<file path="config.mk">
export PLATFORM = sky130hd
export DESIGN_NAME = utf8_cell_writer
export DESIGN_NICKNAME = d
export VERILOG_FILES = /design/src/rtl/ucw_pkg.sv /design/src/rtl/utf8_cell_writer.sv /design/src/rtl/ucw_front.sv /design/src/rtl/ucw_queue.sv /design/src/rtl/ucw_back.sv
export SDC_FILE = /design/constraint.sdc
export NUM_CORES = 1
export LEC_CHECK = 0
export ABC_AREA = 1
export ABC_CLOCK_PERIOD_IN_PS = 19000
export BUFFER_PORTS_ARGS = -buffer_cell sky130_fd_sc_hd__buf_2
export CAP_MARGIN = 5
export CORE_AREA = 5 5 194 196
export DETAILED_ROUTE_END_ITERATION = 16
export DIE_AREA = 0 0 199 201
export MAX_ROUTING_LAYER = met4
export PLACE_DENSITY = 0.82
export SLEW_MARGIN = 20
export SYNTH_ARGS = -nofsm -noshare
export SYNTH_HDL_FRONTEND = slang
export SYNTH_SLANG_ARGS = --single-unit
</file>
<file path="constraint.sdc">
create_clock -name clk -period 19 [get_ports clk]
set_clock_uncertainty 0.1 [all_clocks]
set_input_delay 0.95 -clock clk [delete_from_list [all_inputs] [get_ports clk]]
set_output_delay 0.95 -clock clk [all_outputs]
set_load 0.01 [all_outputs]
</file>
<file path="src/rtl/ucw_pkg.sv">
// ----------------------------------------------------------------------------
// ucw_pkg
// Shared types, constants and helpers for the UTF-8 cell writer.
// ----------------------------------------------------------------------------
package ucw_pkg;

  // cells one input byte can produce at most
  localparam int CELLS       = 4;
  // depth of the job queue between decoder and cell writer
  localparam int QDEPTH      = 4;
  localparam int QPTR_W      = $clog2(QDEPTH);
  localparam int QLVL_W      = $clog2(QDEPTH + 1);

  // configuration register indexes
  localparam logic CFG_SCREEN_WIDTH  = 1'b0;
  localparam logic CFG_SCREEN_HEIGHT = 1'b1;

  localparam logic [7:0] WIDTH_RESET  = 8'd62;
  localparam logic [7:0] HEIGHT_RESET = 8'd18;

  // replacement character
  localparam logic [7:0] QMARK_BYTE = 8'h3F;

  // code point limits
  localparam logic [20:0] CP_MIN2     = 21'h000080;
  localparam logic [20:0] CP_MIN3     = 21'h000800;
  localparam logic [20:0] CP_MIN4     = 21'h010000;
  localparam logic [20:0] CP_MAX      = 21'h10FFFF;
  localparam logic [20:0] CP_COMB_LO  = 21'h000300;
  localparam logic [20:0] CP_COMB_HI  = 21'h00036F;
  localparam logic [20:0] CP_VS_LO    = 21'h00FE00;
  localparam logic [20:0] CP_VS_HI    = 21'h00FE0F;
  localparam logic [20:0] CP_JAMO_LO  = 21'h001100;
  localparam logic [20:0] CP_JAMO_HI  = 21'h00115F;
  localparam logic [20:0] CP_CJK_LO   = 21'h002E80;
  localparam logic [20:0] CP_CJK_HI   = 21'h00A4CF;
  localparam logic [20:0] CP_HANG_LO  = 21'h00AC00;
  localparam logic [20:0] CP_HANG_HI  = 21'h00D7A3;
  localparam logic [20:0] CP_FW_LO    = 21'h00FF00;
  localparam logic [20:0] CP_FW_HI    = 21'h00FF60;

  // what a queued cell slot holds
  typedef enum logic [1:0] {
    KIND_QMARK = 2'b00,
    KIND_CHAR  = 2'b01,
    KIND_CONT  = 2'b10
  } ucw_kind_t;

  // one decoded byte: up to four cells, only visible ones flagged in mask
  typedef struct packed {
    logic      [CELLS-1:0]      mask;
    ucw_kind_t [CELLS-1:0]      kind;
    logic      [CELLS-1:0][7:0] col;
    logic      [7:0]            row;
    logic      [31:0]           bytes;
    logic      [2:0]            count;
  } ucw_job_t;

  // queue status seen by both sides
  typedef struct packed {
    logic              empty;
    logic              full;
    logic [QLVL_W-1:0] level;
  } ucw_q_status_t;

  // display width of a code point: 0, 1 or 2 cells
  function automatic logic [1:0] char_width(input logic [20:0] cp);
    logic zero_w;
    logic wide;
    zero_w = (cp >= CP_COMB_LO && cp <= CP_COMB_HI) ||
             (cp >= CP_VS_LO && cp <= CP_VS_HI);
    wide   = (cp >= CP_JAMO_LO && cp <= CP_JAMO_HI) ||
             (cp >= CP_CJK_LO && cp <= CP_CJK_HI) ||
             (cp >= CP_HANG_LO && cp <= CP_HANG_HI) ||
             (cp >= CP_FW_LO && cp <= CP_FW_HI);
    if (zero_w) begin
      return 2'd0;
    end else if (wide) begin
      return 2'd2;
    end else begin
      return 2'd1;
    end
  endfunction

  // column saturating at 255
  function automatic logic [7:0] sat_col(input logic [8:0] sum);
    return sum[8] ? 8'hFF : sum[7:0];
  endfunction

endpackage

</file>
<file path="src/rtl/utf8_cell_writer.sv">
// ----------------------------------------------------------------------------
// utf8_cell_writer
// Streaming UTF-8 text writer for a character-cell screen: decodes bytes,
// replaces broken sequences with '?', and emits one transfer per cell.
//
//   channel | handshake                  | payload
//   --------+----------------------------+-------------------------------------
//   in      | in_valid / in_stall        | data_byte, first_of_string,
//           |                            | last_of_string, start_col, row_index
//   out     | out_valid / out_stall      | cell_col, cell_row, cell_bytes,
//           |                            | byte_count, last_of_run
//   cfg     | cfg_write, cfg_index       | cfg_data (screen width / height)
//
// One byte is taken per cycle while the four-entry job queue has room.
// The cell writer drives one cell per cycle while out_stall is low, so a byte
// that writes n cells makes a burst of n transfers; the queue soaks those up.
// A byte's first cell passes through the job queue, then the output register.
// Reset is synchronous; it clears decoder state, queue and output valid.
// in_stall is the queue-full flag only; out_stall acts on it via queue fill.
// ----------------------------------------------------------------------------
module utf8_cell_writer (
  input  logic        clk,
  input  logic        rst,
  input  logic        in_valid,
  output logic        in_stall,
  input  logic [7:0]  data_byte,
  input  logic        first_of_string,
  input  logic        last_of_string,
  input  logic [7:0]  start_col,
  input  logic [7:0]  row_index,
  output logic        out_valid,
  input  logic        out_stall,
  output logic [7:0]  cell_col,
  output logic [7:0]  cell_row,
  output logic [31:0] cell_bytes,
  output logic [2:0]  byte_count,
  output logic        last_of_run,
  input  logic        cfg_write,
  input  logic        cfg_index,
  input  logic [7:0]  cfg_data
);
  import ucw_pkg::*;

  logic          accept;
  logic          push;
  logic          pop;
  logic          take;
  logic          job_valid;
  ucw_job_t      job;
  ucw_job_t      head;
  ucw_q_status_t q_status;
  logic [7:0]    screen_width;
  logic [7:0]    screen_height;

  // configuration registers
  always_ff @(posedge clk) begin
    if (rst) begin
      screen_width  <= WIDTH_RESET;
      screen_height <= HEIGHT_RESET;
    end else if (cfg_write) begin
      case (cfg_index)
        CFG_SCREEN_WIDTH:  screen_width  <= cfg_data;
        CFG_SCREEN_HEIGHT: screen_height <= cfg_data;
        default: ;
      endcase
    end
  end

  // input transfer and queue push
  assign in_stall = q_status.full;
  assign accept   = in_valid && !q_status.full;
  assign push     = accept && job_valid;

  ucw_front u_front (
    .clk             (clk),
    .rst             (rst),
    .accept          (accept),
    .data_byte       (data_byte),
    .first_of_string (first_of_string),
    .last_of_string  (last_of_string),
    .start_col       (start_col),
    .row_index       (row_index),
    .screen_width    (screen_width),
    .screen_height   (screen_height),
    .job             (job),
    .job_valid       (job_valid)
  );

  ucw_queue u_queue (
    .clk      (clk),
    .rst      (rst),
    .push     (push),
    .push_job (job),
    .pop      (pop),
    .head     (head),
    .status   (q_status)
  );

  ucw_back u_back (
    .clk         (clk),
    .rst         (rst),
    .head        (head),
    .q_status    (q_status),
    .pop         (pop),
    .take        (take),
    .out_valid   (out_valid),
    .out_stall   (out_stall),
    .cell_col    (cell_col),
    .cell_row    (cell_row),
    .cell_bytes  (cell_bytes),
    .byte_count  (byte_count),
    .last_of_run (last_of_run)
  );

  // queue level stays within its depth
  a_level_bound: assert property (@(posedge clk) disable iff (rst)
    q_status.level <= QLVL_W'(QDEPTH))
    else $error("job queue level beyond depth");

  // a job pushed into an idle block passes the queue and reaches the output
  a_push_to_out: assert property (@(posedge clk) disable iff (rst)
    push && q_status.empty && !out_valid |-> ##2 out_valid)
    else $error("pushed job did not reach the output");

  // the queue is only popped by a taken cell
  a_pop_take: assert property (@(posedge clk) disable iff (rst)
    pop |-> take && !q_status.empty)
    else $error("queue popped without a cell transfer");

  // a wide continuation cell carries no bytes
  a_cont_empty: assert property (@(posedge clk) disable iff (rst)
    out_valid && byte_count == 3'd0 |-> cell_bytes == 32'd0 && cell_col != 8'd0)
    else $error("continuation cell with data");

endmodule

</file>
<file path="src/rtl/ucw_front.sv">
// ----------------------------------------------------------------------------
// ucw_front
// Byte decoder: tracks the pending UTF-8 sequence and cursor, and turns each
// accepted byte into a job of up to four screen cells.
// ----------------------------------------------------------------------------
module ucw_front (
  input  logic            clk,
  input  logic            rst,
  input  logic            accept,
  input  logic [7:0]      data_byte,
  input  logic            first_of_string,
  input  logic            last_of_string,
  input  logic [7:0]      start_col,
  input  logic [7:0]      row_index,
  input  logic [7:0]      screen_width,
  input  logic [7:0]      screen_height,
  output ucw_pkg::ucw_job_t job,
  output logic            job_valid
);
  import ucw_pkg::*;

  // decoder state
  logic [23:0] pending_bytes;
  logic [1:0]  pending_count;
  logic [2:0]  expected_length;
  logic [7:0]  cursor_col;
  logic [7:0]  current_row;

  logic [23:0] pending_bytes_next;
  logic [1:0]  pending_count_next;
  logic [2:0]  expected_length_next;
  logic [7:0]  cursor_col_next;

  // working values
  logic [7:0]  cur;
  logic [7:0]  row;
  logic [1:0]  pc;
  logic [23:0] pb;
  logic [2:0]  el;
  logic        cont;
  logic [31:0] all;
  logic [20:0] cp;
  logic        ok;
  logic [2:0]  nq;
  logic [1:0]  w;
  logic [31:0] ch_bytes;
  logic [2:0]  ch_count;
  logic [7:0]  c1;
  logic [8:0]  cont_col;
  logic        row_vis;

  // sequence assembly and classification
  always_comb begin
    cur   = first_of_string ? start_col : cursor_col;
    row   = first_of_string ? row_index : current_row;
    pc    = first_of_string ? 2'd0  : pending_count;
    pb    = first_of_string ? 24'd0 : pending_bytes;
    el    = first_of_string ? 3'd0  : expected_length;
    cont  = (data_byte[7:6] == 2'b10);
    all   = {8'd0, pb} | ({24'd0, data_byte} << {pc, 3'b000});
    nq    = 3'd0;
    w     = 2'd0;
    ok    = 1'b0;
    cp    = '0;
    ch_bytes = {24'd0, data_byte};
    ch_count = 3'd1;
    pending_count_next   = pc;
    pending_bytes_next   = pb;
    expected_length_next = el;

    if (pc == 2'd0 || !cont) begin
      // broken sequence flushes as one '?' per buffered byte
      nq = {1'b0, pc};
      pending_count_next   = 2'd0;
      pending_bytes_next   = 24'd0;
      expected_length_next = 3'd0;
      if (!data_byte[7]) begin
        w = 2'd1;
      end else if (data_byte[7:5] == 3'b110) begin
        expected_length_next = 3'd2;
        pending_count_next   = 2'd1;
        pending_bytes_next   = {16'd0, data_byte};
      end else if (data_byte[7:4] == 4'b1110) begin
        expected_length_next = 3'd3;
        pending_count_next   = 2'd1;
        pending_bytes_next   = {16'd0, data_byte};
      end else if (data_byte[7:3] == 5'b11110) begin
        expected_length_next = 3'd4;
        pending_count_next   = 2'd1;
        pending_bytes_next   = {16'd0, data_byte};
      end else begin
        nq = nq + 3'd1;
      end
    end else if (({1'b0, pc} + 3'd1) >= el) begin
      // sequence complete
      pending_count_next   = 2'd0;
      pending_bytes_next   = 24'd0;
      expected_length_next = 3'd0;
      ch_bytes = all;
      ch_count = el;
      case (el)
        3'd2: begin
          cp = {10'd0, all[4:0], all[13:8]};
          ok = (cp >= CP_MIN2);
        end
        3'd3: begin
          cp = {5'd0, all[3:0], all[13:8], all[21:16]};
          ok = (cp >= CP_MIN3);
        end
        default: begin
          cp = {all[2:0], all[13:8], all[21:16], all[29:24]};
          ok = (cp >= CP_MIN4) && (cp <= CP_MAX);
        end
      endcase
      if (ok) begin
        w = char_width(cp);
      end else begin
        nq = el;
      end
    end else begin
      pending_bytes_next = all[23:0];
      pending_count_next = pc + 2'd1;
    end

    // string end flushes what is still buffered
    if (last_of_string && pending_count_next != 2'd0) begin
      nq = nq + {1'b0, pending_count_next};
      pending_count_next   = 2'd0;
      pending_bytes_next   = 24'd0;
      expected_length_next = 3'd0;
    end
  end

  // cell placement and screen clipping
  always_comb begin
    c1       = sat_col({1'b0, cur} + {6'd0, nq});
    cont_col = {1'b0, c1} + 9'd1;
    row_vis  = (row < screen_height);
    cursor_col_next = sat_col({1'b0, cur} + {6'd0, nq} + {7'd0, w});
    job.row   = row;
    job.bytes = ch_bytes;
    job.count = ch_count;
    for (int k = 0; k < CELLS; k++) begin
      job.mask[k] = 1'b0;
      job.kind[k] = KIND_QMARK;
      job.col[k]  = sat_col({1'b0, cur} + 9'(k));
      if (3'(k) < nq) begin
        job.mask[k] = row_vis && (job.col[k] < screen_width);
      end else if (3'(k) == nq && w != 2'd0) begin
        job.kind[k] = KIND_CHAR;
        job.col[k]  = c1;
        job.mask[k] = row_vis && (c1 < screen_width);
      end else if (3'(k) == nq + 3'd1 && w == 2'd2) begin
        job.kind[k] = KIND_CONT;
        job.col[k]  = cont_col[7:0];
        job.mask[k] = row_vis && !cont_col[8] && (cont_col[7:0] < screen_width);
      end
    end
    job_valid = (job.mask != '0);
  end

  // state update on each accepted byte
  always_ff @(posedge clk) begin
    if (rst) begin
      pending_bytes   <= 24'd0;
      pending_count   <= 2'd0;
      expected_length <= 3'd0;
      cursor_col      <= 8'd0;
      current_row     <= 8'd0;
    end else if (accept) begin
      pending_bytes   <= pending_bytes_next;
      pending_count   <= pending_count_next;
      expected_length <= expected_length_next;
      cursor_col      <= cursor_col_next;
      current_row     <= row;
    end
  end

endmodule

</file>
<file path="src/rtl/ucw_queue.sv">
// ----------------------------------------------------------------------------
// ucw_queue
// Small job queue between the byte decoder and the cell writer.
// ----------------------------------------------------------------------------
module ucw_queue (
  input  logic                  clk,
  input  logic                  rst,
  input  logic                  push,
  input  ucw_pkg::ucw_job_t     push_job,
  input  logic                  pop,
  output ucw_pkg::ucw_job_t     head,
  output ucw_pkg::ucw_q_status_t status
);
  import ucw_pkg::*;

  ucw_job_t            entries [QDEPTH];
  logic [QPTR_W-1:0]   wr_ptr;
  logic [QPTR_W-1:0]   rd_ptr;
  logic [QLVL_W-1:0]   level;

  // status and head entry
  always_comb begin
    status.level = level;
    status.empty = (level == QLVL_W'(0));
    status.full  = (level == QLVL_W'(QDEPTH));
    head         = entries[rd_ptr];
  end

  // pointers and fill level
  always_ff @(posedge clk) begin
    if (rst) begin
      wr_ptr <= '0;
      rd_ptr <= '0;
      level  <= '0;
    end else begin
      if (push) begin
        wr_ptr <= wr_ptr + QPTR_W'(1);
      end
      if (pop) begin
        rd_ptr <= rd_ptr + QPTR_W'(1);
      end
      level <= level + QLVL_W'(push) - QLVL_W'(pop);
    end
  end

  // entry storage
  always_ff @(posedge clk) begin
    if (push) begin
      entries[wr_ptr] <= push_job;
    end
  end

endmodule

</file>
<file path="src/rtl/ucw_back.sv">
// ----------------------------------------------------------------------------
// ucw_back
// Cell writer: walks the visible cells of the head job, one per cycle while
// the output is not stalled, into the output register.
// ----------------------------------------------------------------------------
module ucw_back (
  input  logic                   clk,
  input  logic                   rst,
  input  ucw_pkg::ucw_job_t      head,
  input  ucw_pkg::ucw_q_status_t q_status,
  output logic                   pop,
  output logic                   take,
  output logic                   out_valid,
  input  logic                   out_stall,
  output logic [7:0]             cell_col,
  output logic [7:0]             cell_row,
  output logic [31:0]            cell_bytes,
  output logic [2:0]             byte_count,
  output logic                   last_of_run
);
  import ucw_pkg::*;

  logic [CELLS-1:0] sent;
  logic [CELLS-1:0] rem;
  logic [CELLS-1:0] sel;
  logic             last;
  logic [7:0]       sel_col;
  ucw_kind_t        sel_kind;
  logic [31:0]      sel_bytes;
  logic [2:0]       sel_count;

  // lowest remaining visible cell of the head job
  always_comb begin
    rem  = head.mask & ~sent;
    sel  = rem & (~rem + CELLS'(1));
    last = ((rem & ~sel) == '0);
    take = !q_status.empty && (!out_valid || !out_stall);
    pop  = take && last;
    sel_col  = head.col[0];
    sel_kind = head.kind[0];
    for (int k = 0; k < CELLS; k++) begin
      if (sel[k]) begin
        sel_col  = head.col[k];
        sel_kind = head.kind[k];
      end
    end
    case (sel_kind)
      KIND_CHAR: begin
        sel_bytes = head.bytes;
        sel_count = head.count;
      end
      KIND_CONT: begin
        sel_bytes = 32'd0;
        sel_count = 3'd0;
      end
      default: begin
        sel_bytes = {24'd0, QMARK_BYTE};
        sel_count = 3'd1;
      end
    endcase
  end

  // control: progress through the head job and output valid
  always_ff @(posedge clk) begin
    if (rst) begin
      sent      <= '0;
      out_valid <= 1'b0;
    end else if (take) begin
      sent      <= last ? '0 : (sent | sel);
      out_valid <= 1'b1;
    end else if (!out_stall) begin
      out_valid <= 1'b0;
    end
  end

  // output payload register
  always_ff @(posedge clk) begin
    if (take) begin
      cell_col    <= sel_col;
      cell_row    <= head.row;
      cell_bytes  <= sel_bytes;
      byte_count  <= sel_count;
      last_of_run <= last;
    end
  end

endmodule

</file>
==> flow_summary.json <==
{
  "die-area_sq_um": 40000,
  "drive_gt1_frac": 0.102,
  "rr_startpoint": "u_front.pending_count[1]",
  "coreArea_sq_um": 35900,
  "synth_top_area_share": 0.528,
  "cp-end-kind": "flip-flop",
  "clock-root-buffer": "clkbuf_16",
  "cts_max_level": 2,
  "timing.hold.ws_ns": 0.353,
  "areaGrowthSynthToFinish_pct": 10.5,
  "post_cts_buffers": 0,
  "cts_resized": 0,
  "avgViaCountPerCell": 6.02,
  "gr-total-overflow": 0,
  "dpl.hpwl_microns": 40900,
  "period_minus_slack_ns": 10.73,
  "crit_slowest_cell": "inv_2",
  "status": "finished, final reports clean",
  "clk_pin_slew_worst_paths_ns": 0.06,
  "syn_inst": 2358,
  "holdBufCountCts": 0,
  "grt_usage": 0.312,
  "relSlewSlack": 0.262,
  "worstHoldEndpoint": "u_front.current_row[6]",
  "yosysSeqAreaShare": 0.594,
  "leakage_nw": 9.87,
  "synth-seq-cells": 475,
  "irDropWorstVdd_mv": 0.122,
  "grt_pass1_vias": 17000,
  "p_per_area_nw_per_um2": 131,
  "cap_violations": 0,
  "place_congestion": 0.991,
  "rows": 70,
  "postLayoutCoreUtil": 0.699,
  "port_buffers": 93,
  "synth_cell_types": 50,
  "async_reset_ff_frac": 0,
  "multi_input_area_sq_um": 8080,
  "clock-sinks": 475,
  "critical_path_arrival_ns": 10.82,
  "drtAntennaViolNets": 0,
  "hold_violations": 0,
  "dp_cells": 2853,
  "crit_fanout": 43,
  "grt_max_degree": 106,
  "cts_tree": "yes",
  "grt_pass1_wl_microns": 94100,
  "fillers": 2578,
  "drc": 0,
  "instances_no_fill": 2942,
  "start_util": 0.633,
  "critPathKind": "in -> reg",
  "finalCritPeriodShare": 0.565,
  "fmax_mhz": 93.2,
  "numCtsBuffers": 46,
  "r2r_slack_ns": 9.14,
  "worstReg2RegEnd": "u_queue.entries[0][51]",
  "wl_microns": 61400,
  "hold_start": "u_front.current_row[6]",
  "synth.avg_cell_area_sq_um": 9.64,
  "dr.pass1.iters": 6,
  "ios": 94,
  "crit_path_frequent_cell": "nand2_1",
  "seqCellArea_sq_um": 13500,
  "startpoint_type": "input port",
  "hold_depth": 2,
  "die_w_microns": 199,
  "rr_worst_depth": 44,
  "yosys.area.top_type": "edfxtp_1",
  "syn_area_sq_um": 22700,
  "wire_per_inst_microns": 20.9,
  "netlist_top_cells_area": "edfxtp_1 (53%), nand2_1 (6.7%), dfxtp_1 (6.6%)",
  "fin_nets": 2549,
  "ys.flop_type": "edfxtp_1",
  "rsz0062_at_grt": "no",
  "synth_edf_count": 400,
  "cpPeakStageDelay_ns": 0.67,
  "antenna_found_initial": 1,
  "vias": 17700,
  "clockBufferDepth": 3,
  "die_y_microns": 201,
  "fin_tns_setup_ns": 0,
  "clock_latency_ns": 0.57,
  "required_ns": 19.09,
  "yosys_warnings": 0,
  "drt_iter0_markers": 2065,
  "slew_viol_final": 0,
  "worst_pin_slew_ns": 1.10,
  "setup_violations": 0,
  "hold_path.class": "reg -> reg"
}
layout by cell type (no fill, tap or decap), types with 14 or more instances in the layout:
cell type,Yosys,final
o21ai_0,262,262
inv_1,203,201
clkbuf_16,0,46
conb_1,1,16
nor2_1,354,350
o221ai_1,14,14
o22ai_1,33,33
dfxtp_1,75,73
o211ai_1,28,28
nand3_1,106,106
a21oi_1,142,142
xor2_1,19,19
nand2_1,404,404
edfxtp_1,400,400
ha_1,72,72
nor3_1,19,19
buf_2,11,93
buf_4,6,23
sequential cells by signal (all words and copies together) (netlist names), 8 cells and up, named ones only:
| register | count |
|---|---|
| u_queue.entries | 348 |
| u_back.cell_bytes | 32 |
| u_front.pending_bytes | 24 |
| screen_height | 8 |
| screen_width | 8 |
| u_back.cell_col | 8 |
| u_back.cell_row | 8 |
| u_front.current_row | 8 |
| u_front.cursor_col | 8 |
worst max-delay path, delay by kind of cell:
| family | cells | cell delay [ns] |
|---|---|---|
| AO/OA/AOI/OAI | 3 | 0.78 |
| XOR/XNOR | 1 | 0.15 |
| adder cells (fa/ha/maj) | 6 | 2.11 |
| buffers and inverters | 10 | 2.77 |
| AND/OR/NAND/NOR | 24 | 3.90 |
Yosys cell counts, types with 3 or more instances:
master and n:
o21ai_2 5, a31oi_1 9, nand3_2 3, edfxtp_1 400, xor2_1 19, o211ai_1 28
nand2_1 404, nor2_1 354, buf_2 11, buf_4 6, fa_1 4, o22ai_1 33
a21oi_1 142, or2_2 8, o21ai_1 7, nand2_2 9, a32oi_1 9, dfxtp_1 75
o221ai_1 14, clkbuf_1 78, o2111ai_1 3, o21a_1 3, buf_1 8, a221oi_1 3
o21ai_0 262, ha_1 72, clkinv_1 3, inv_2 12, inv_1 203, nor2_2 8
nand3_1 106, nand4_1 13, a211oi_1 3, nor3_1 19, nor2_4 3
metal layers:
metal	share of wire	up-vias	global-route usage
met4	0.024	0	0.0855
li1	-	8290	-
met5	0	-	-
met1	0.41	8397	0.449
met3	0.11	109	0.0606
met2	0.46	909	0.462
area by class of cell:
type	count	area share
diodes	4	0.000399
clock buffers	63	0.0508
clock inverters	22	0.00678
inverters	218	0.0327
multi-input cells	1575	0.322
flip-flops and latches	475	0.538
well taps	468	0.0233
repair buffers	117	0.0262
logic make-up after synthesis:
logic type | after synthesis | synth area share
simple gates | 935 | 0.169
compound gates | 527 | 0.129
flops | 475 | 0.594
buf+inv | 323 | 0.0553
fa+ha+maj | 76 | 0.0432
xor+xnor | 20 | 0.00771
other cells | 1 | 0.000165
mux | 1 | 0.000495
worst max path at each step:
stage	start	end	slack [ns]	depth (start not counted)
2_1_floorplan	first_of_string	u_queue.entries[0][0]	7.73	42
3_3_place_gp	first_of_string	u_queue.entries[3][11]	7.81	43
3_5_place_dp	first_of_string	u_queue.entries[0][69]	7.86	44
4_1_cts	first_of_string	u_queue.entries[0][74]	8.42	44
5_1_grt	first_of_string	u_queue.entries[0][51]	7.64	43
6_report	first_of_string	u_queue.entries[0][51]	8.27	44
power breakdown:
group / internal [mW] / leakage [nW] / switching, mW
registers: 1.36 / 4.27 / 0.0418
clock network: 0.487 / 0.708 / 0.380
logic: 0.278 / 4.90 / 0.748
per-stage QoR:
| stage | power, mW | setup WS, ns | area, sq um |
|---|---|---|---|
| after global placement | 2.38 | 7.81 | 23600 |
| after detailed placement | 2.42 | 7.86 | 23700 |
| after global routing | 3.47 | 7.64 | 25100 |
| final | 3.29 | 8.27 | 25100 |
| after floorplan | 2.07 | 7.73 | 22800 |
| after CTS | 3.29 | 8.42 | 25100 |
Note: power is estimated with default switching activity, not from simulation.
